`config.mk`:
```
export PLATFORM = sky130hd
export DESIGN_NAME = audio_frame_deframer_ring_writer
export DESIGN_NICKNAME = d
export VERILOG_FILES = /design/src/rtl/afdrw_pkg.sv /design/src/rtl/afdrw_cfg.sv /design/src/rtl/afdrw_core.sv /design/src/rtl/afdrw_out_stage.sv /design/src/rtl/audio_frame_deframer_ring_writer.sv
export SDC_FILE = /design/constraint.sdc
export NUM_CORES = 1
export LEC_CHECK = 0
export ABC_AREA = 1
export BUFFER_PORTS_ARGS = -buffer_cell sky130_fd_sc_hd__buf_2
export CAP_MARGIN = 20
export CORE_MARGIN = 10
export CORE_UTILIZATION = 25
export DETAILED_ROUTE_END_ITERATION = 10
export GPL_TIMING_DRIVEN = 0
export PLACE_DENSITY = 0.42
export SLEW_MARGIN = 20
export SYNTH_ARGS = -nofsm -noshare
export SYNTH_HDL_FRONTEND = slang
export SYNTH_SLANG_ARGS = --single-unit
```
`constraint.sdc`:
```
create_clock -name clk_i -period 6.6 [get_ports clk_i]
set_input_delay 0.99 -clock clk_i [delete_from_list [all_inputs] [get_ports clk_i]]
set_output_delay 0.99 -clock clk_i [all_outputs]
set_load 0.05 [all_outputs]
```
`src/rtl/afdrw_pkg.sv`:
```
package afdrw_pkg;

  // Parameter defaults
  localparam int unsigned FramesPerReadDef = 256;
  localparam int unsigned RingDepthDef     = 4096;

  // Fixed widths
  localparam int unsigned SampleW  = 24;
  localparam int unsigned CountW   = 16;
  localparam int unsigned RevW     = 8;
  localparam int unsigned SlotW    = 12;
  localparam int unsigned CfgW     = 13;
  localparam int unsigned CfgIdxW  = 2;
  localparam int unsigned WarmW    = 4;

  // Header checks and counters
  localparam int unsigned RevMin      = 30;
  localparam int unsigned RevMax      = 251;
  localparam int unsigned WarmupReads = 10;
  localparam int unsigned ElapsedMax  = 8191;

  // Register reset values
  localparam int unsigned RingFramesRst   = 2570;
  localparam int unsigned PeriodFramesRst = 257;

  typedef enum logic [CfgIdxW-1:0] {
    CfgDownmix      = 2'd0,
    CfgRingFrames   = 2'd1,
    CfgPeriodFrames = 2'd2
  } cfg_idx_e;

  typedef enum logic [2:0] {
    EvHdrOk    = 3'd0,
    EvBadRev   = 3'd1,
    EvCountBig = 3'd2,
    EvWritten  = 3'd3,
    EvDiscard  = 3'd4
  } event_e;

  typedef struct packed {
    logic            downmix_enable;
    logic [CfgW-1:0] ring_frames;
    logic [CfgW-1:0] period_frames;
  } cfg_t;

  typedef struct packed {
    event_e                     event_res;
    logic [SlotW-1:0]           ring_slot;
    logic signed [SampleW-1:0]  out_ch0;
    logic signed [SampleW-1:0]  out_ch1;
    logic signed [SampleW-1:0]  out_ch2;
    logic signed [SampleW-1:0]  out_ch3;
    logic                       period_done;
    logic                       overrun_report;
  } result_t;

endpackage

```
`src/rtl/afdrw_cfg.sv`:
```
module afdrw_cfg (
  input  logic                              clk_i,
  input  logic                              rst_ni,
  input  logic                              cfg_we_i,
  input  logic [afdrw_pkg::CfgIdxW-1:0]     cfg_idx_i,
  input  logic [afdrw_pkg::CfgW-1:0]        cfg_wdata_i,
  output afdrw_pkg::cfg_t                   cfg_o
);

  afdrw_pkg::cfg_t cfg_q, cfg_d;

  // Decode the register index; unknown indexes are dropped
  always_comb begin
    cfg_d = cfg_q;
    if (cfg_we_i) begin
      unique case (afdrw_pkg::cfg_idx_e'(cfg_idx_i))
        afdrw_pkg::CfgDownmix:      cfg_d.downmix_enable = cfg_wdata_i[0];
        afdrw_pkg::CfgRingFrames:   cfg_d.ring_frames    = cfg_wdata_i;
        afdrw_pkg::CfgPeriodFrames: cfg_d.period_frames  = cfg_wdata_i;
        default: cfg_d = cfg_q;
      endcase
    end
  end

  always_ff @(posedge clk_i or negedge rst_ni) begin
    if (!rst_ni) begin
      cfg_q.downmix_enable <= 1'b0;
      cfg_q.ring_frames    <= afdrw_pkg::CfgW'(afdrw_pkg::RingFramesRst);
      cfg_q.period_frames  <= afdrw_pkg::CfgW'(afdrw_pkg::PeriodFramesRst);
    end else begin
      cfg_q <= cfg_d;
    end
  end

  assign cfg_o = cfg_q;

endmodule

```
`src/rtl/afdrw_core.sv`:
```
module afdrw_core #(
  parameter int unsigned FRAMES_PER_READ = afdrw_pkg::FramesPerReadDef,
  parameter int unsigned RING_DEPTH      = afdrw_pkg::RingDepthDef
) (
  input  logic                                   clk_i,
  input  logic                                   rst_ni,
  input  logic                                   accept_i,
  input  logic                                   operation_i,
  input  logic [afdrw_pkg::CountW-1:0]           frame_count_i,
  input  logic [afdrw_pkg::RevW-1:0]             revision_i,
  input  logic                                   overrun_i,
  input  logic signed [afdrw_pkg::SampleW-1:0]   sample_ch0_i,
  input  logic signed [afdrw_pkg::SampleW-1:0]   sample_ch1_i,
  input  logic signed [afdrw_pkg::SampleW-1:0]   sample_ch2_i,
  input  logic signed [afdrw_pkg::SampleW-1:0]   sample_ch3_i,
  input  afdrw_pkg::cfg_t                        cfg_i,
  output afdrw_pkg::result_t                     res_o
);

  localparam int unsigned OffW  = $clog2(RING_DEPTH);
  localparam int unsigned RingW = (OffW + 1 > afdrw_pkg::CfgW) ? OffW + 1 : afdrw_pkg::CfgW;
  localparam int unsigned LeftW = $clog2(FRAMES_PER_READ + 1);
  localparam int unsigned SumW  = afdrw_pkg::SampleW + 1;
  localparam logic [RingW-1:0] RingDepthW = RingW'(RING_DEPTH);

  logic [OffW-1:0]            ring_offset_q, ring_offset_d;
  logic [afdrw_pkg::CfgW-1:0] elapsed_q, elapsed_d;
  logic [LeftW-1:0]           left_q, left_d;
  logic [afdrw_pkg::WarmW-1:0] warm_q, warm_d;

  logic                       rev_ok, count_ok, warm, keep, chk_req;
  logic [RingW-1:0]           ring_ext, ring_eff, off_ext, slot, slot_inc, next_off;
  logic [afdrw_pkg::CfgW-1:0] elapsed_inc;
  logic signed [SumW-1:0]     mix_sum, mix_adj;
  logic signed [afdrw_pkg::SampleW-1:0] mix;

  // Header checks
  assign rev_ok   = (revision_i >= afdrw_pkg::RevW'(afdrw_pkg::RevMin)) &&
                    (revision_i <= afdrw_pkg::RevW'(afdrw_pkg::RevMax));
  assign count_ok = frame_count_i <= afdrw_pkg::CountW'(FRAMES_PER_READ);
  assign warm     = warm_q >= afdrw_pkg::WarmW'(afdrw_pkg::WarmupReads);
  assign keep     = operation_i && (left_q != '0);

  // Clamp ring size, pick the slot and wrap the next offset
  assign ring_ext = RingW'(cfg_i.ring_frames);
  assign ring_eff = ((cfg_i.ring_frames == '0) || (ring_ext > RingDepthW)) ? RingDepthW
                                                                           : ring_ext;
  assign off_ext  = RingW'(ring_offset_q);
  assign slot     = (off_ext >= ring_eff) ? '0 : off_ext;
  assign slot_inc = slot + RingW'(1);
  assign next_off = (slot_inc >= ring_eff) ? '0 : slot_inc;

  // Saturating frame count since the last period
  assign elapsed_inc = (elapsed_q < afdrw_pkg::CfgW'(afdrw_pkg::ElapsedMax)) ?
                       elapsed_q + afdrw_pkg::CfgW'(1) : elapsed_q;

  // Average of channels 0 and 1, rounded toward zero
  assign mix_sum = SumW'(sample_ch0_i) + SumW'(sample_ch1_i);
  assign mix_adj = mix_sum + SumW'(mix_sum[SumW-1] & mix_sum[0]);
  assign mix     = mix_adj[SumW-1:1];

  always_comb begin
    res_o         = '0;
    res_o.event_res = afdrw_pkg::EvDiscard;
    ring_offset_d = ring_offset_q;
    elapsed_d     = elapsed_q;
    left_d        = left_q;
    warm_d        = warm ? warm_q : warm_q + afdrw_pkg::WarmW'(1);
    chk_req       = 1'b0;

    if (!operation_i) begin
      // Status header: start a new read
      left_d = '0;
      if (!rev_ok) begin
        res_o.event_res = afdrw_pkg::EvBadRev;
      end else begin
        res_o.overrun_report = overrun_i & warm;
        if (!count_ok) begin
          res_o.event_res = afdrw_pkg::EvCountBig;
        end else begin
          res_o.event_res = afdrw_pkg::EvHdrOk;
          left_d          = LeftW'(frame_count_i);
          chk_req         = (frame_count_i == '0);
        end
      end
    end else begin
      warm_d = warm_q;
      if (keep) begin
        // Kept audio frame: write to the ring
        res_o.event_res = afdrw_pkg::EvWritten;
        res_o.ring_slot = afdrw_pkg::SlotW'(slot);
        res_o.out_ch0   = cfg_i.downmix_enable ? mix : sample_ch0_i;
        res_o.out_ch1   = cfg_i.downmix_enable ? mix : sample_ch1_i;
        res_o.out_ch2   = sample_ch2_i;
        res_o.out_ch3   = sample_ch3_i;
        ring_offset_d   = OffW'(next_off);
        elapsed_d       = elapsed_inc;
        left_d          = left_q - LeftW'(1);
        chk_req         = (left_q == LeftW'(1));
      end
    end

    // Period check at the end of an accepted read
    if (chk_req && (elapsed_d >= cfg_i.period_frames)) begin
      res_o.period_done = 1'b1;
      elapsed_d         = elapsed_d - cfg_i.period_frames;
    end
  end

  always_ff @(posedge clk_i or negedge rst_ni) begin
    if (!rst_ni) begin
      ring_offset_q <= '0;
      elapsed_q     <= '0;
      left_q        <= '0;
      warm_q        <= '0;
    end else if (accept_i) begin
      ring_offset_q <= ring_offset_d;
      elapsed_q     <= elapsed_d;
      left_q        <= left_d;
      warm_q        <= warm_d;
    end
  end

endmodule

```
`src/rtl/afdrw_out_stage.sv`:
```
module afdrw_out_stage (
  input  logic                clk_i,
  input  logic                rst_ni,
  input  logic                in_valid_i,
  output logic                in_ready_o,
  output logic                accept_o,
  input  afdrw_pkg::result_t  res_i,
  output logic                out_valid_o,
  input  logic                out_ready_i,
  output afdrw_pkg::result_t  res_o
);

  logic               valid_q;
  afdrw_pkg::result_t res_q;

  // Take a new beat whenever the held result is empty or leaves this cycle
  assign in_ready_o = !valid_q || out_ready_i;
  assign accept_o   = in_valid_i && in_ready_o;

  always_ff @(posedge clk_i or negedge rst_ni) begin
    if (!rst_ni) begin
      valid_q <= 1'b0;
    end else if (accept_o) begin
      valid_q <= 1'b1;
    end else if (out_ready_i) begin
      valid_q <= 1'b0;
    end
  end

  // Hold the result payload until it is taken
  always_ff @(posedge clk_i) begin
    if (accept_o) begin
      res_q <= res_i;
    end
  end

  assign out_valid_o = valid_q;
  assign res_o       = res_q;

endmodule

```
`src/rtl/audio_frame_deframer_ring_writer.sv`:
```
// Channel | Direction | Handshake               | Payload
// in      | input     | in_valid_i / in_ready_o | operation, frame_count, revision, overrun,
//         |           |                         | sample_ch0..sample_ch3
// out     | output    | out_valid_o/out_ready_i | event_res, ring_slot, out_ch0..out_ch3,
//         |           |                         | period_done, overrun_report
// cfg     | input     | cfg_we_i (no wait)      | cfg_idx_i, cfg_wdata_i
//
// One beat per cycle while in_ready_o is high; each result appears in the cycle after its input beat, from the
// single result register that follows the header/frame logic.
// Reset clears the ring offset, period count, frames left and warm-up count, and loads
// the register defaults (downmix off, ring 2570 frames, period 257 frames).
// in_ready_o is low only while a result is held and out_ready_i is low.
module audio_frame_deframer_ring_writer #(
  parameter int unsigned FRAMES_PER_READ = afdrw_pkg::FramesPerReadDef,
  parameter int unsigned RING_DEPTH      = afdrw_pkg::RingDepthDef
) (
  input  logic                                   clk_i,
  input  logic                                   rst_ni,
  input  logic                                   cfg_we_i,
  input  logic [afdrw_pkg::CfgIdxW-1:0]          cfg_idx_i,
  input  logic [afdrw_pkg::CfgW-1:0]             cfg_wdata_i,
  input  logic                                   in_valid_i,
  output logic                                   in_ready_o,
  input  logic                                   operation_i,
  input  logic [afdrw_pkg::CountW-1:0]           frame_count_i,
  input  logic [afdrw_pkg::RevW-1:0]             revision_i,
  input  logic                                   overrun_i,
  input  logic signed [afdrw_pkg::SampleW-1:0]   sample_ch0_i,
  input  logic signed [afdrw_pkg::SampleW-1:0]   sample_ch1_i,
  input  logic signed [afdrw_pkg::SampleW-1:0]   sample_ch2_i,
  input  logic signed [afdrw_pkg::SampleW-1:0]   sample_ch3_i,
  output logic                                   out_valid_o,
  input  logic                                   out_ready_i,
  output logic [2:0]                             event_res_o,
  output logic [afdrw_pkg::SlotW-1:0]            ring_slot_o,
  output logic signed [afdrw_pkg::SampleW-1:0]   out_ch0_o,
  output logic signed [afdrw_pkg::SampleW-1:0]   out_ch1_o,
  output logic signed [afdrw_pkg::SampleW-1:0]   out_ch2_o,
  output logic signed [afdrw_pkg::SampleW-1:0]   out_ch3_o,
  output logic                                   period_done_o,
  output logic                                   overrun_report_o
);

  afdrw_pkg::cfg_t    cfg;
  afdrw_pkg::result_t res_next, res_out;
  logic               accept;

  afdrw_cfg u_cfg (
    .clk_i       (clk_i),
    .rst_ni      (rst_ni),
    .cfg_we_i    (cfg_we_i),
    .cfg_idx_i   (cfg_idx_i),
    .cfg_wdata_i (cfg_wdata_i),
    .cfg_o       (cfg)
  );

  afdrw_core #(
    .FRAMES_PER_READ (FRAMES_PER_READ),
    .RING_DEPTH      (RING_DEPTH)
  ) u_core (
    .clk_i         (clk_i),
    .rst_ni        (rst_ni),
    .accept_i      (accept),
    .operation_i   (operation_i),
    .frame_count_i (frame_count_i),
    .revision_i    (revision_i),
    .overrun_i     (overrun_i),
    .sample_ch0_i  (sample_ch0_i),
    .sample_ch1_i  (sample_ch1_i),
    .sample_ch2_i  (sample_ch2_i),
    .sample_ch3_i  (sample_ch3_i),
    .cfg_i         (cfg),
    .res_o         (res_next)
  );

  afdrw_out_stage u_out (
    .clk_i       (clk_i),
    .rst_ni      (rst_ni),
    .in_valid_i  (in_valid_i),
    .in_ready_o  (in_ready_o),
    .accept_o    (accept),
    .res_i       (res_next),
    .out_valid_o (out_valid_o),
    .out_ready_i (out_ready_i),
    .res_o       (res_out)
  );

  // Unpack the held result onto the ports
  assign event_res_o      = res_out.event_res;
  assign ring_slot_o      = res_out.ring_slot;
  assign out_ch0_o        = res_out.out_ch0;
  assign out_ch1_o        = res_out.out_ch1;
  assign out_ch2_o        = res_out.out_ch2;
  assign out_ch3_o        = res_out.out_ch3;
  assign period_done_o    = res_out.period_done;
  assign overrun_report_o = res_out.overrun_report;

endmodule

```
==> out/summary.log, run 1 <==
[outcome] outcome finished, final reports clean
[final_layout] fraction of layout instances using a drive strength above 1 18.8%
[clocking] post-CTS setup buffer count 0
[floorplanning] die extent in x 239 um
[timing] largest clock skew in the final design 0.0119 ns
[setup_path] Critical path buffers and inverters 4
[placement] Final Wtd Congestion 0.860
[floorplanning] Boundary Pins 257
[drt] post-route antenna net violation count 0
[grt] antenna violations before repair 8
[drt] Iter 0 DRT Violations 585
[grt] remaining global-route overflow 0
[grt] via count of the first global-routing pass 11297
[clocking] clock tree from TritonCTS yes
[logic_synthesis] number of synthesized register bits 179
[logic_synthesis] post-synthesis area per instance 7.47 sq um
[placement] HPWL after detailed placement 33700 um
[timing] share of the clock period used by the worst path 78.3%
[floorplanning] effective utilization at floorplan 25.3%
[floorplanning] Floorplan Core Area 47600 sq um
[logic_synthesis] fraction of post-synthesis cell area in the top cell type by area 28.2%
[setup_path] endpoint kind of the worst setup timing path flop
[setup_path] category of the most critical setup path flop to flop
[clocking] clock buffer count from CTS 17
[clocking] clock slew seen by the registers of the worst setup and hold paths 0.07 ns
[timing] Setup WS post-layout 1.43 ns
[logic_synthesis] count of mapped cells out of synthesis 1611
[logic_synthesis] Top FF cell, synth sky130_fd_sc_hd__edfxtp_1
[placement] number of buffers added on ports 255
[pwr] PwrDens 301 nW/um^2
[logic_synthesis] Syn Std Cell Area 12000 sq um
[drt] detailed-route via count 11284
[flow_run] # Max-Cap Violations 0
[final_layout] commonest non-fill, non-tap cell in the layout sky130_fd_sc_hd__nand2_1
[drt] Wirelength per Cell 16.6 um
[timing] max-slew headroom at the worst pin 30.2%
[pwr] Worst IR Drop VDD 0.000153 V
[setup_path] max incr delay on CP 0.41 ns
[final_layout] fill cell instance count of the final layout 5253
[setup_path] critical path launch point type flop
[setup_path] arrival time of the worst setup path 5.59 ns
[final_layout] finished layout cell area 14800 sq um
[final_layout] highest-count cells in the layout ignoring fill and taps sky130_fd_sc_hd__nand2_1 (460), sky130_fd_sc_hd__inv_1 (262), sky130_fd_sc_hd__buf_2 (257)
[clocking] total of cells resized after clock tree synthesis 0
[timing] Worst-Margin Slew 1.05 ns
[clocking] clock tree sinks 179
[clocking] CTS Hold Bufs 0
[timing] WHS 0.427 ns
[logic_synthesis] library cell occupying the most area in the post-synthesis netlist sky130_fd_sc_hd__edfxtp_1
[worst_hold_path] type of the most critical hold path primary input to asynchronous set/reset pin
[placement] instance area at placement 14200 sq um
[placement] post-placement setup slack 1.34 ns
[grt] pin count of the biggest net entering global routing 46
[floorplanning] Rows 80
[logic_synthesis] number of library cell types mapped by synthesis 50
[setup_path] Worst Path Max Fanout 10
[logic_synthesis] leading cell types by total area after synthesis sky130_fd_sc_hd__edfxtp_1 (28%), sky130_fd_sc_hd__nand2_1 (14%), sky130_fd_sc_hd__dfrtp_1 (12%)
[grt] total global routing track utilization 14.6%
[setup_path] cell repeated most along the worst path sky130_fd_sc_hd__nand2_1
[setup_path] Max stage delay cell, worst path sky130_fd_sc_hd__dfrtp_1
[timing] final max-slew violation count 0
[drt] Residual DRC 0
[clocking] Clock Latency Late Sink 0.49 ns
[clocking] deepest level of the CTS H-tree 4
[drt] total detailed-routing wirelength 41700 um
[logic_synthesis] number of enable-type register cells in the synthesized netlist 113
[timing] clock period minus worst slack 5.17 ns
[timing] achievable frequency 194 MHz
[drt] detailed-route vias per instance 4.48
[final_layout] number of nets at the end of the flow 2100
[setup_path] required time at the endpoint of the critical path 7.02 ns
[timing] number of hold violations in the final report 0
[final_layout] area grow syn2layout 22.7%
[logic_synthesis] part of the Yosys area used for sequential elements 42.0%
[setup_path] critical path's top delay family simple AND/OR/NAND/NOR gates
[drt] number of iterations in the first detailed-routing pass 5
[logic_synthesis] proportion of synthesized flip-flops having asynchronous set or reset 36.9%
[logic_synthesis] number of synthesis warnings 0
[grt] global-route wire length before repair 64300 um
[timing] Final Setup Violations 0
[floorplanning] Die H 239 um
[logic_synthesis] Mapped Nets 1823
[pwr] P_leak 7.39 nW
[floorplanning] die outline area 57300 sq um
[clocking] root buffer selected by CTS sky130_fd_sc_hd__clkbuf_16
[timing] setup repair after global routing missed its margin false
[clocking] buffer levels on the longest clock path 2
layout make-up:
class,instances,area [sq um],area share [%]
multi-input combinational,1131,5840,39.6
antenna,1,2.50,0.0170
inverter,271,1020,6.89
buffer,30,124,0.839
clock inverter,15,176,1.20
clock buffer,17,425,2.88
tap,615,769,5.21
sequential,179,5050,34.2
timing repair buffer,258,1350,9.17
cell usage after synthesis, types with 15 or more instances:
cell	count
sky130_fd_sc_hd__nand4_1	31
sky130_fd_sc_hd__inv_1	262
sky130_fd_sc_hd__nor3_1	15
sky130_fd_sc_hd__nor2_1	159
sky130_fd_sc_hd__edfxtp_1	113
sky130_fd_sc_hd__a21oi_1	99
sky130_fd_sc_hd__o21ai_0	76
sky130_fd_sc_hd__nand2_1	460
sky130_fd_sc_hd__nand3_1	90
sky130_fd_sc_hd__dfrtp_1	60
sky130_fd_sc_hd__nand2_2	24
sky130_fd_sc_hd__ha_1	68
sky130_fd_sc_hd__xor2_1	20
sky130_fd_sc_hd__clkbuf_1	24
routing by layer:
metal / vias to the layer above / routed length [um] / global-route usage [%]
met3: 43 / 2380 / 4.17
met2: 252 / 19600 / 24.1
li1: 5777 / - / -
met5: - / 31 / 0
met1: 5208 / 19000 / 18.2
met4: 4 / 783 / 4.24
sequential cells by signal, indices dropped and copies added (netlist names):
signal	count
u_cfg.cfg_o	27
u_core.elapsed_q	13
u_core.left_q	9
u_core.ring_offset_q	12
u_core.warm_q	4
u_out.out_valid_o	1
u_out.res_o	113
cell families (layout without fill, tap and decap cells):
kind of cell / count (synthesis) / in the layout / share of synthesized area [%]
AOI/OAI and AO/OA: 207 / 207 / 9.31
xor gates and xnor gates: 26 / 26 / 1.89
adders and majority gates: 70 / 70 / 7.40
buffers and inverters: 301 / 591 / 9.45
DFF: 179 / 179 / 42.0
other: 0 / 1 / 0
and+or+nand+nor: 828 / 828 / 30.0
final timing paths:
kind                                       from                      end  slack, ns  cells past startpoint
worst min-delay path                     rst_ni          u_cfg.cfg_o[10]       0.43                      1
worst max-delay path            u_cfg.cfg_o[18]  u_core.ring_offset_q[8]       1.43                     30
max in group asynchronous                rst_ni          u_cfg.cfg_o[14]       5.57                      2
worst max register to register  u_cfg.cfg_o[18]  u_core.ring_offset_q[8]       1.43                     30
worst min register to register   u_cfg.cfg_o[5]           u_cfg.cfg_o[5]       0.49                      2
min in group clk_i               u_cfg.cfg_o[5]           u_cfg.cfg_o[5]       0.49                      2
report_power, final:
part           total (W)  leakage [nW]  switching [W]  internal [W]
registers        0.00152          1.95       0.000116       0.00140
clock network    0.00109         0.289       0.000521      0.000568
logic            0.00183          5.15        0.00126      0.000568
total            0.00444          7.39        0.00190       0.00254
through the flow:
step	power (W)	setup TNS, ns	instances	utilization (%)
after floorplan	0.00286	0	1611	-
after global placement	0.00338	-148.60	2481	29.5
after detailed placement	0.00339	0	2484	29.7
after CTS	0.00452	0	2516	31.0
after global routing	0.00480	0	2517	31.0
final	0.00444	0	2517	31.0
Note: power is estimated with default switching activity, not from simulation.
==> run 2, diff against run 1 <==
--- a/config.mk
+++ b/config.mk
@@ -12,7 +12,7 @@
 export CORE_UTILIZATION = 25
 export DETAILED_ROUTE_END_ITERATION = 10
 export GPL_TIMING_DRIVEN = 0
-export PLACE_DENSITY = 0.42
+export PLACE_DENSITY = 0.43
 export SLEW_MARGIN = 20
 export SYNTH_ARGS = -nofsm -noshare
 export SYNTH_HDL_FRONTEND = slang
==> constraint.sdc (replaced) <==
create_clock -name clk_i -period 4.35 [get_ports clk_i]
set_input_delay 0.6525 -clock clk_i [delete_from_list [all_inputs] [get_ports clk_i]]
set_output_delay 0.6525 -clock clk_i [all_outputs]
set_load 0.05 [all_outputs]
==> run 2 against run 1 <==
Sequential share of layout area fell by 2.2 points. Largest cell class unchanged. Worst hold slack lost 0.32 ns. Worst setup slack worse by 1.3 ns. Critical path depth increased by 2. Routed wire length up 1.8%.
==> out/summary.log, run 2 (synthesized netlist as in run 1, its figures left out) <==
[outcome] outcome finished, final reports clean
[placement] HPWL after detailed placement 33300 um [-1.2%]
[drt] detailed-route vias per instance 4.48 [about the same]
[setup_path] Critical path origin u_cfg.cfg_o[16]
[setup_path] register-to-register path setup slack 0.10 ns [-1.33 ns]
[setup_path] Max stage delay cell, worst path sky130_fd_sc_hd__dfstp_2
[drt] number of iterations in the first detailed-routing pass 5 [unchanged]
[final_layout] fraction of layout instances using a drive strength above 1 26.0% [+7.2 points]
[final_layout] number of antenna cells inserted 0 [-1]
[drt] Iter 0 DRT Violations 564 [-3.6%]
[grt] total global routing track utilization 14.5% [-0.074 points]
[setup_path] category of the most critical setup path flop to flop
[setup_path] Worst Path Max Fanout 7 [-3]
[clocking] clock tree sinks 179 [unchanged]
[pwr] Worst IR Drop VDD 0.000257 V [+68%]
[timing] final max-slew violation count 0 [unchanged]
[grt] global-route wire length before repair 63800 um [-0.71%]
[final_layout] flip-flop count of the largest register, all copies and words added 113 [unchanged]
[pwr] total power of the final layout 0.00711 W [+60%]
[timing] max-slew headroom at the worst pin 45.5% [+15 points]
[clocking] Clock Latency Late Sink 0.49 ns [about the same]
[grt] remaining global-route overflow 0 [unchanged]
[grt] pin count of the biggest net entering global routing 71 [+54%]
[timing] setup repair after global routing missed its margin true
[placement] post-placement setup slack -0.813 ns [-2.16 ns]
[worst_hold_path] type of the most critical hold path primary input to asynchronous set/reset pin
[pwr] PwrDens 451 nW/um^2 [+50%]
[timing] Worst-Margin Slew 0.817 ns [-0.229 ns]
[floorplanning] Floorplan Core Area 47600 sq um [unchanged]
[final_layout] area grow syn2layout 31.0%
[floorplanning] die outline area 57300 sq um [unchanged]
[timing] Final Setup Violations 0 [unchanged]
[drt] Residual DRC 0 [unchanged]
[final_layout] highest-count cells in the layout ignoring fill and taps sky130_fd_sc_hd__nand2_1 (425), sky130_fd_sc_hd__inv_1 (260), sky130_fd_sc_hd__buf_2 (258)
[setup_path] arrival time of the worst setup path 4.67 ns [-0.92 ns]
[clocking] clock tree from TritonCTS yes
[placement] Final Wtd Congestion 0.857 [-0.37%]
[timing] share of the clock period used by the worst path 97.6% [+19 points]
[grt] via count of the first global-routing pass 11330 [+0.29%]
[flow_run] # Max-Cap Violations 0 [unchanged]
[placement] number of buffers added on ports 255 [unchanged]
[timing] largest clock skew in the final design 0.0135 ns [+0.00157 ns]
[drt] detailed-route via count 11489 [+1.8%]
[final_layout] number of nets at the end of the flow 2147 [+2.2%]
[setup_path] cell repeated most along the worst path sky130_fd_sc_hd__buf_4
[floorplanning] Boundary Pins 257 [unchanged]
[clocking] clock slew seen by the registers of the worst setup and hold paths 0.07 ns [about the same]
[setup_path] Reg2Reg Depth 32 [+6.7%]
[setup_path] required time at the endpoint of the critical path 4.78 ns [-2.24 ns]
[clocking] deepest level of the CTS H-tree 4 [unchanged]
[clocking] buffer levels on the longest clock path 2 [unchanged]
[final_layout] commonest non-fill, non-tap cell in the layout sky130_fd_sc_hd__nand2_1
[setup_path] reg2reg end u_core.ring_offset_q[8]
[timing] number of hold violations in the final report 0 [unchanged]
[clocking] root buffer selected by CTS sky130_fd_sc_hd__clkbuf_16
[clocking] clock buffer count from CTS 17 [unchanged]
[setup_path] end point of the critical path u_core.ring_offset_q[8]
[timing] achievable frequency 235 MHz [+22%]
[grt] antenna violations before repair 4 [-4]
[floorplanning] effective utilization at floorplan 25.3% [unchanged]
[drt] Wirelength per Cell 16.6 um [about the same]
[setup_path] critical path launch point type flop
[setup_path] max incr delay on CP 0.54 ns [+0.13 ns]
[floorplanning] die extent in x 239 um [unchanged]
[setup_path] r2r startpoint u_cfg.cfg_o[16]
[timing] clock period minus worst slack 4.25 ns [-0.919 ns]
[floorplanning] Rows 80 [unchanged]
[drt] post-route antenna net violation count 0 [unchanged]
[setup_path] endpoint kind of the worst setup timing path flop
[timing] Setup WS post-layout 0.103 ns [-1.33 ns]
[final_layout] utilization after layout 33.1% [+2.1 points]
[floorplanning] Die H 239 um [unchanged]
[pwr] P_leak 7.73 nW [+4.6%]
[drt] total detailed-routing wirelength 42500 um [+1.8%]
## run 2: cell count changes in the layout (fill, tap and decap cells not counted), moves of 7 or more
cell and delta:
sky130_fd_sc_hd__nor2_4 +8, sky130_fd_sc_hd__nand2_2 +25, sky130_fd_sc_hd__nand3_1 -11, sky130_fd_sc_hd__buf_4 +43
sky130_fd_sc_hd__nand3_2 +8, sky130_fd_sc_hd__nor2_2 +7, sky130_fd_sc_hd__nand2_4 +8, sky130_fd_sc_hd__ha_1 -13
sky130_fd_sc_hd__nor2_1 -15, sky130_fd_sc_hd__nand2_1 -35, sky130_fd_sc_hd__o21ai_0 -12, sky130_fd_sc_hd__ha_4 +13
## run 2: worst min-delay path by stage
stage / start / end / slack [ns] / cells past startpoint
after CTS: rst_ni / u_cfg.cfg_o[10] / 0.08 / 1
after detailed placement: u_core.warm_q[3] / u_core.warm_q[3] / 0.46 / 1
after floorplan: rst_ni / u_cfg.cfg_o[10] / 0.36 / 0
final: rst_ni / u_cfg.cfg_o[10] / 0.11 / 1
after global placement: u_core.warm_q[3] / u_core.warm_q[3] / 0.47 / 1
after global routing: rst_ni / u_cfg.cfg_o[10] / 0.10 / 1
## run 2: where the power goes
part	switching, W	total (W)	internal [W]
sequential	0.000183	0.00231	0.00213
clock	0.000777	0.00164	0.000864
combinational	0.00209	0.00316	0.00107
## run 2: repair_timing
item                                   4_1_cts  5_1_grt
resized for setup                           63       96
pin swaps                                   21       47
endpoints found under the hold margin        0        0
setup endpoints to repair                   29       36
hold buffers                                 0        0
setup buffers                               35       12
gates cloned                                 1        0
## run 2: critical path: cells and delay by family, from the launching register on
family	cells	cell delay [ns]
buffers and inverters	12	1.48
AND/OR/NAND/NOR	15	1.45
flip-flops	1	0.54
AO/OA/AOI/OAI	4	0.42
adder cells (fa/ha/maj)	1	0.30
## run 2: through the flow
step / TNS [ns] / cells / hold WS (ns) / area (sq um)
after detailed placement: -21.48 / 2483 / 0.464 / 14100
after global routing: -1.80 / 2563 / 0.104 / 15800
final: 0 / 2563 / 0.108 / 15800
after CTS: 0 / 2551 / 0.0828 / 15300
after floorplan: 0 / 1611 / 0.357 / 12000
after global placement: -54.00 / 2481 / 0.467 / 14100
## run 2: per-layer routing
| layer | up-vias | track usage [%] | wire [um] |
|---|---|---|---|
| met4 | 4 | 3.45 | 467 |
| li1 | 5861 | - | - |
| met5 | - | 0 | 33 |
| met2 | 229 | 25.0 | 20900 |
| met3 | 32 | 4.10 | 2270 |
| met1 | 5363 | 17.6 | 18900 |
## run 2: area by class of cell
type                    count  area, sq um
repair buffers            305         1720
multi-input cells        1131         6440
clock inverters            14          169
fillers                  5141        31900
plain buffers              30          149
flip-flops and latches    179         5050
clock buffers              18          429
well taps                 615          769
inverters                 271         1030
==> run 3, diff against run 2 <==
--- a/config.mk
+++ b/config.mk
@@ -6,8 +6,8 @@
 export NUM_CORES = 1
 export LEC_CHECK = 0
 export ABC_AREA = 1
-export BUFFER_PORTS_ARGS = -buffer_cell sky130_fd_sc_hd__buf_2
-export CAP_MARGIN = 20
+export BUFFER_PORTS_ARGS = -buffer_cell sky130_fd_sc_hd__clkbuf_2
+export CAP_MARGIN = 5
 export CORE_MARGIN = 10
 export CORE_UTILIZATION = 25
 export DETAILED_ROUTE_END_ITERATION = 10
==> run 3 against run 2 <==
Utilization barely moved. Non-clock buffer count fell by 4. First-iteration DRC count rose by 8.7%. Sequential power barely moved. Register-to-register slack improved by 0.05 ns. Flip-flop and latch count did not move. Largest cell class unchanged. Highest routed layer unchanged.
==> out/summary.log, run 3 (synthesized netlist as in run 1, its figures left out) <==
[pwr] total power of the final layout 0.00716 W [+0.68%]
[setup_path] category of the most critical setup path flop to flop
[setup_path] reg2reg end u_core.ring_offset_q[11]
[floorplanning] effective utilization at floorplan 25.3% [unchanged]
[drt] met2 WL 20600 um [-1.3%]
[final_layout] flip-flop count of the largest register, all copies and words added 113 [unchanged]
[timing] number of hold violations in the final report 0 [unchanged]
[clocking] clock buffer count from CTS 17 [unchanged]
[drt] total detailed-routing wirelength 42900 um [+0.90%]
[drt] Iter 0 DRT Violations 613 [+8.7%]
[pwr] Pint 0.00400 W [-1.5%]
[outcome] outcome finished, final reports clean
[setup_path] critical path launch point type flop
[timing] clock period minus worst slack 4.20 ns [-0.0495 ns]
[final_layout] fraction of layout instances using a drive strength above 1 26.1% [+0.054 points]
[placement] number of buffers added on ports 255 [unchanged]
[floorplanning] Die H 239 um [unchanged]
[flow_run] # Max-Cap Violations 0 [unchanged]
[pwr] net switching power figure 0.00316 W [+3.5%]
[drt] Residual DRC 0 [unchanged]
[pwr] P_leak 7.73 nW [about the same]
[clocking] buffer levels on the longest clock path 2 [unchanged]
[clocking] clock slew seen by the registers of the worst setup and hold paths 0.09 ns [+0.02 ns]
[final_layout] area grow syn2layout 30.9% [about the same]
[timing] final max-slew violation count 0 [unchanged]
[setup_path] required time at the endpoint of the critical path 4.79 ns [about the same]
[drt] detailed-route vias per instance 4.50 [+0.33%]
[worst_hold_path] type of the most critical hold path primary input to asynchronous set/reset pin
[grt] global-route wire length before repair 64700 um [+1.4%]
[grt] total global routing track utilization 14.8% [+0.27 points]
[placement] instance area at placement 14100 sq um [unchanged]
[pwr] sequential share of power 32.4% [about the same]
[timing] setup repair after global routing missed its margin true
[setup_path] Max stage delay cell, worst path sky130_fd_sc_hd__dfstp_2
[pwr] PwrDens 454 nW/um^2 [+0.75%]
[drt] met3 layer wire length in the routed design 2190 um [-3.6%]
[setup_path] arrival time of the worst setup path 4.64 ns [-0.03 ns]
[timing] Final Setup Violations 0 [unchanged]
[final_layout] number of nets at the end of the flow 2143 [-0.19%]
[drt] post-route antenna net violation count 0 [unchanged]
[drt] detailed-route via count 11509 [+0.17%]
[floorplanning] Rows 80 [unchanged]
[timing] WHS 0.0966 ns [-0.0117 ns]
[floorplanning] Floorplan Core Area 47600 sq um [unchanged]
[pwr] clock share of power 22.3% [-0.8 points]
[setup_path] r2r startpoint u_cfg.cfg_o[16]
[floorplanning] Boundary Pins 257 [unchanged]
[final_layout] commonest non-fill, non-tap cell in the layout sky130_fd_sc_hd__nand2_1
[placement] Final Wtd Congestion 0.861 [+0.46%]
[timing] max-slew headroom at the worst pin 43.3% [-2.3 points]
[timing] achievable frequency 238 MHz [+1.2%]
[floorplanning] die outline area 57300 sq um [unchanged]
[pwr] Worst IR Drop VDD 0.000187 V [-27%]
[clocking] deepest level of the CTS H-tree 4 [unchanged]
[setup_path] max incr delay on CP 0.55 ns [about the same]
[timing] Worst-Margin Slew 0.851 ns [+0.0340 ns]
[drt] routed metal-1 wirelength 19500 um [+3.2%]
[final_layout] highest-count cells in the layout ignoring fill and taps sky130_fd_sc_hd__nand2_1 (429), sky130_fd_sc_hd__inv_1 (259), sky130_fd_sc_hd__clkbuf_2 (257)
[timing] largest clock skew in the final design 0.0160 ns [+0.00257 ns]
[drt] Wirelength per Cell 16.8 um [+1.1%]
[final_layout] Layout Cells excl Fill 2559 [-0.16%]
[setup_path] Reg2Reg Depth 30 [-6.3%]
[clocking] clock tree sinks 179 [unchanged]
[pwr] Combinational Power Share 45.3% [+0.9 points]
[timing] share of the clock period used by the worst path 96.5% [-1.1 points]
[floorplanning] die extent in x 239 um [unchanged]
[final_layout] finished layout cell area 15700 sq um [about the same]
[clocking] root buffer selected by CTS sky130_fd_sc_hd__clkbuf_16
[clocking] Clock Latency Late Sink 0.51 ns [+0.02 ns]
[grt] pin count of the biggest net entering global routing 70 [-1.4%]
[placement] cell count after placement 2483 [unchanged]
[pwr] proportion of total power due to net switching 44.1% [+1.2 points]
[setup_path] cell repeated most along the worst path sky130_fd_sc_hd__nand2_1
[final_layout] number of antenna cells inserted 0 [unchanged]
[grt] remaining global-route overflow 0 [unchanged]
[placement] HPWL after detailed placement 33400 um [+0.31%]
[drt] top metal layer carrying routed signals met5
[clocking] clock tree from TritonCTS yes
[grt] via count of the first global-routing pass 11380 [+0.44%]
[setup_path] endpoint kind of the worst setup timing path flop
[setup_path] register-to-register path setup slack 0.15 ns [+0.05 ns]
[setup_path] Worst Path Max Fanout 8 [+1]
[drt] number of iterations in the first detailed-routing pass 5 [unchanged]
[grt] antenna violations before repair 1 [-3]
-- run 3: power groups by stage --
| stage | registers (W) | clock network (W) | logic (W) |
|---|---|---|---|
| after global routing | 0.00235 | 0.00172 | 0.00363 |
| after floorplan | 0.00267 | 0 | 0.00166 |
| after global placement | 0.00235 | 0 | 0.00276 |
| after detailed placement | 0.00234 | 0 | 0.00280 |
| final | 0.00232 | 0.00160 | 0.00324 |
| after CTS | 0.00232 | 0.00166 | 0.00303 |
-- run 3: metrics by stage --
stage          setup WS (ns)  TNS [ns]  util (%)
6_report               0.153         0      33.1
3_5_place_dp          -0.773    -21.60      29.7
2_1_floorplan          0.299         0         -
3_3_place_gp          -0.782    -48.50      29.5
4_1_cts              -0.0174   -0.0339      32.0
5_1_grt               -0.163     -1.50      33.1
-- run 3: cell type report --
| class | count | area [sq um] |
|---|---|---|
| buffer | 30 | 143 |
| clock buffer | 18 | 430 |
| clock inverter | 14 | 140 |
| fill | 5072 | 31900 |
| inverter | 271 | 1030 |
| multi-input combinational | 1131 | 6490 |
| sequential | 179 | 5050 |
| tap | 615 | 769 |
| timing repair buffer | 301 | 1690 |
-- run 3: worst max path at each step --
stage / to / startpoint / depth (start not counted) / slack (ns)
finish: u_core.ring_offset_q[11] / u_cfg.cfg_o[16] / 30 / 0.15
global route: u_core.ring_offset_q[3] / u_cfg.cfg_o[19] / 32 / -0.16
CTS: u_core.ring_offset_q[9] / u_cfg.cfg_o[23] / 28 / -0.02
detailed placement: u_core.ring_offset_q[11] / u_cfg.cfg_o[23] / 28 / -0.77
global placement: u_core.ring_offset_q[11] / u_cfg.cfg_o[23] / 28 / -0.78
floorplan: u_core.ring_offset_q[10] / u_cfg.cfg_o[23] / 28 / 0.30
-- run 3: routing by layer --
layer  global-route usage (%)  vias up
li1                         -     5858
met2                     24.8      251
met1                     18.5     5366
met3                     3.51       32
met5                        0        -
met4                     4.44        2
-- run 3: worst max-delay path, delay by kind of cell (launching register included) --
family | cells | cell delay, ns
AOI/OAI and AO/OA | 5 | 0.55
adders and majority gates | 2 | 0.49
buffers and inverters | 5 | 0.66
DFF | 1 | 0.55
and+or+nand+nor | 18 | 1.88
-- run 3: timing repair --
action / 4_1_cts / 5_1_grt
hold buffers: 0 / 0
hold endpoints to repair: 0 / 0
setup endpoints to repair: 27 / 38
cloned: 1 / 0
buffers inserted: 32 / 11
pin swaps: 21 / 38
gates resized for setup: 75 / 87
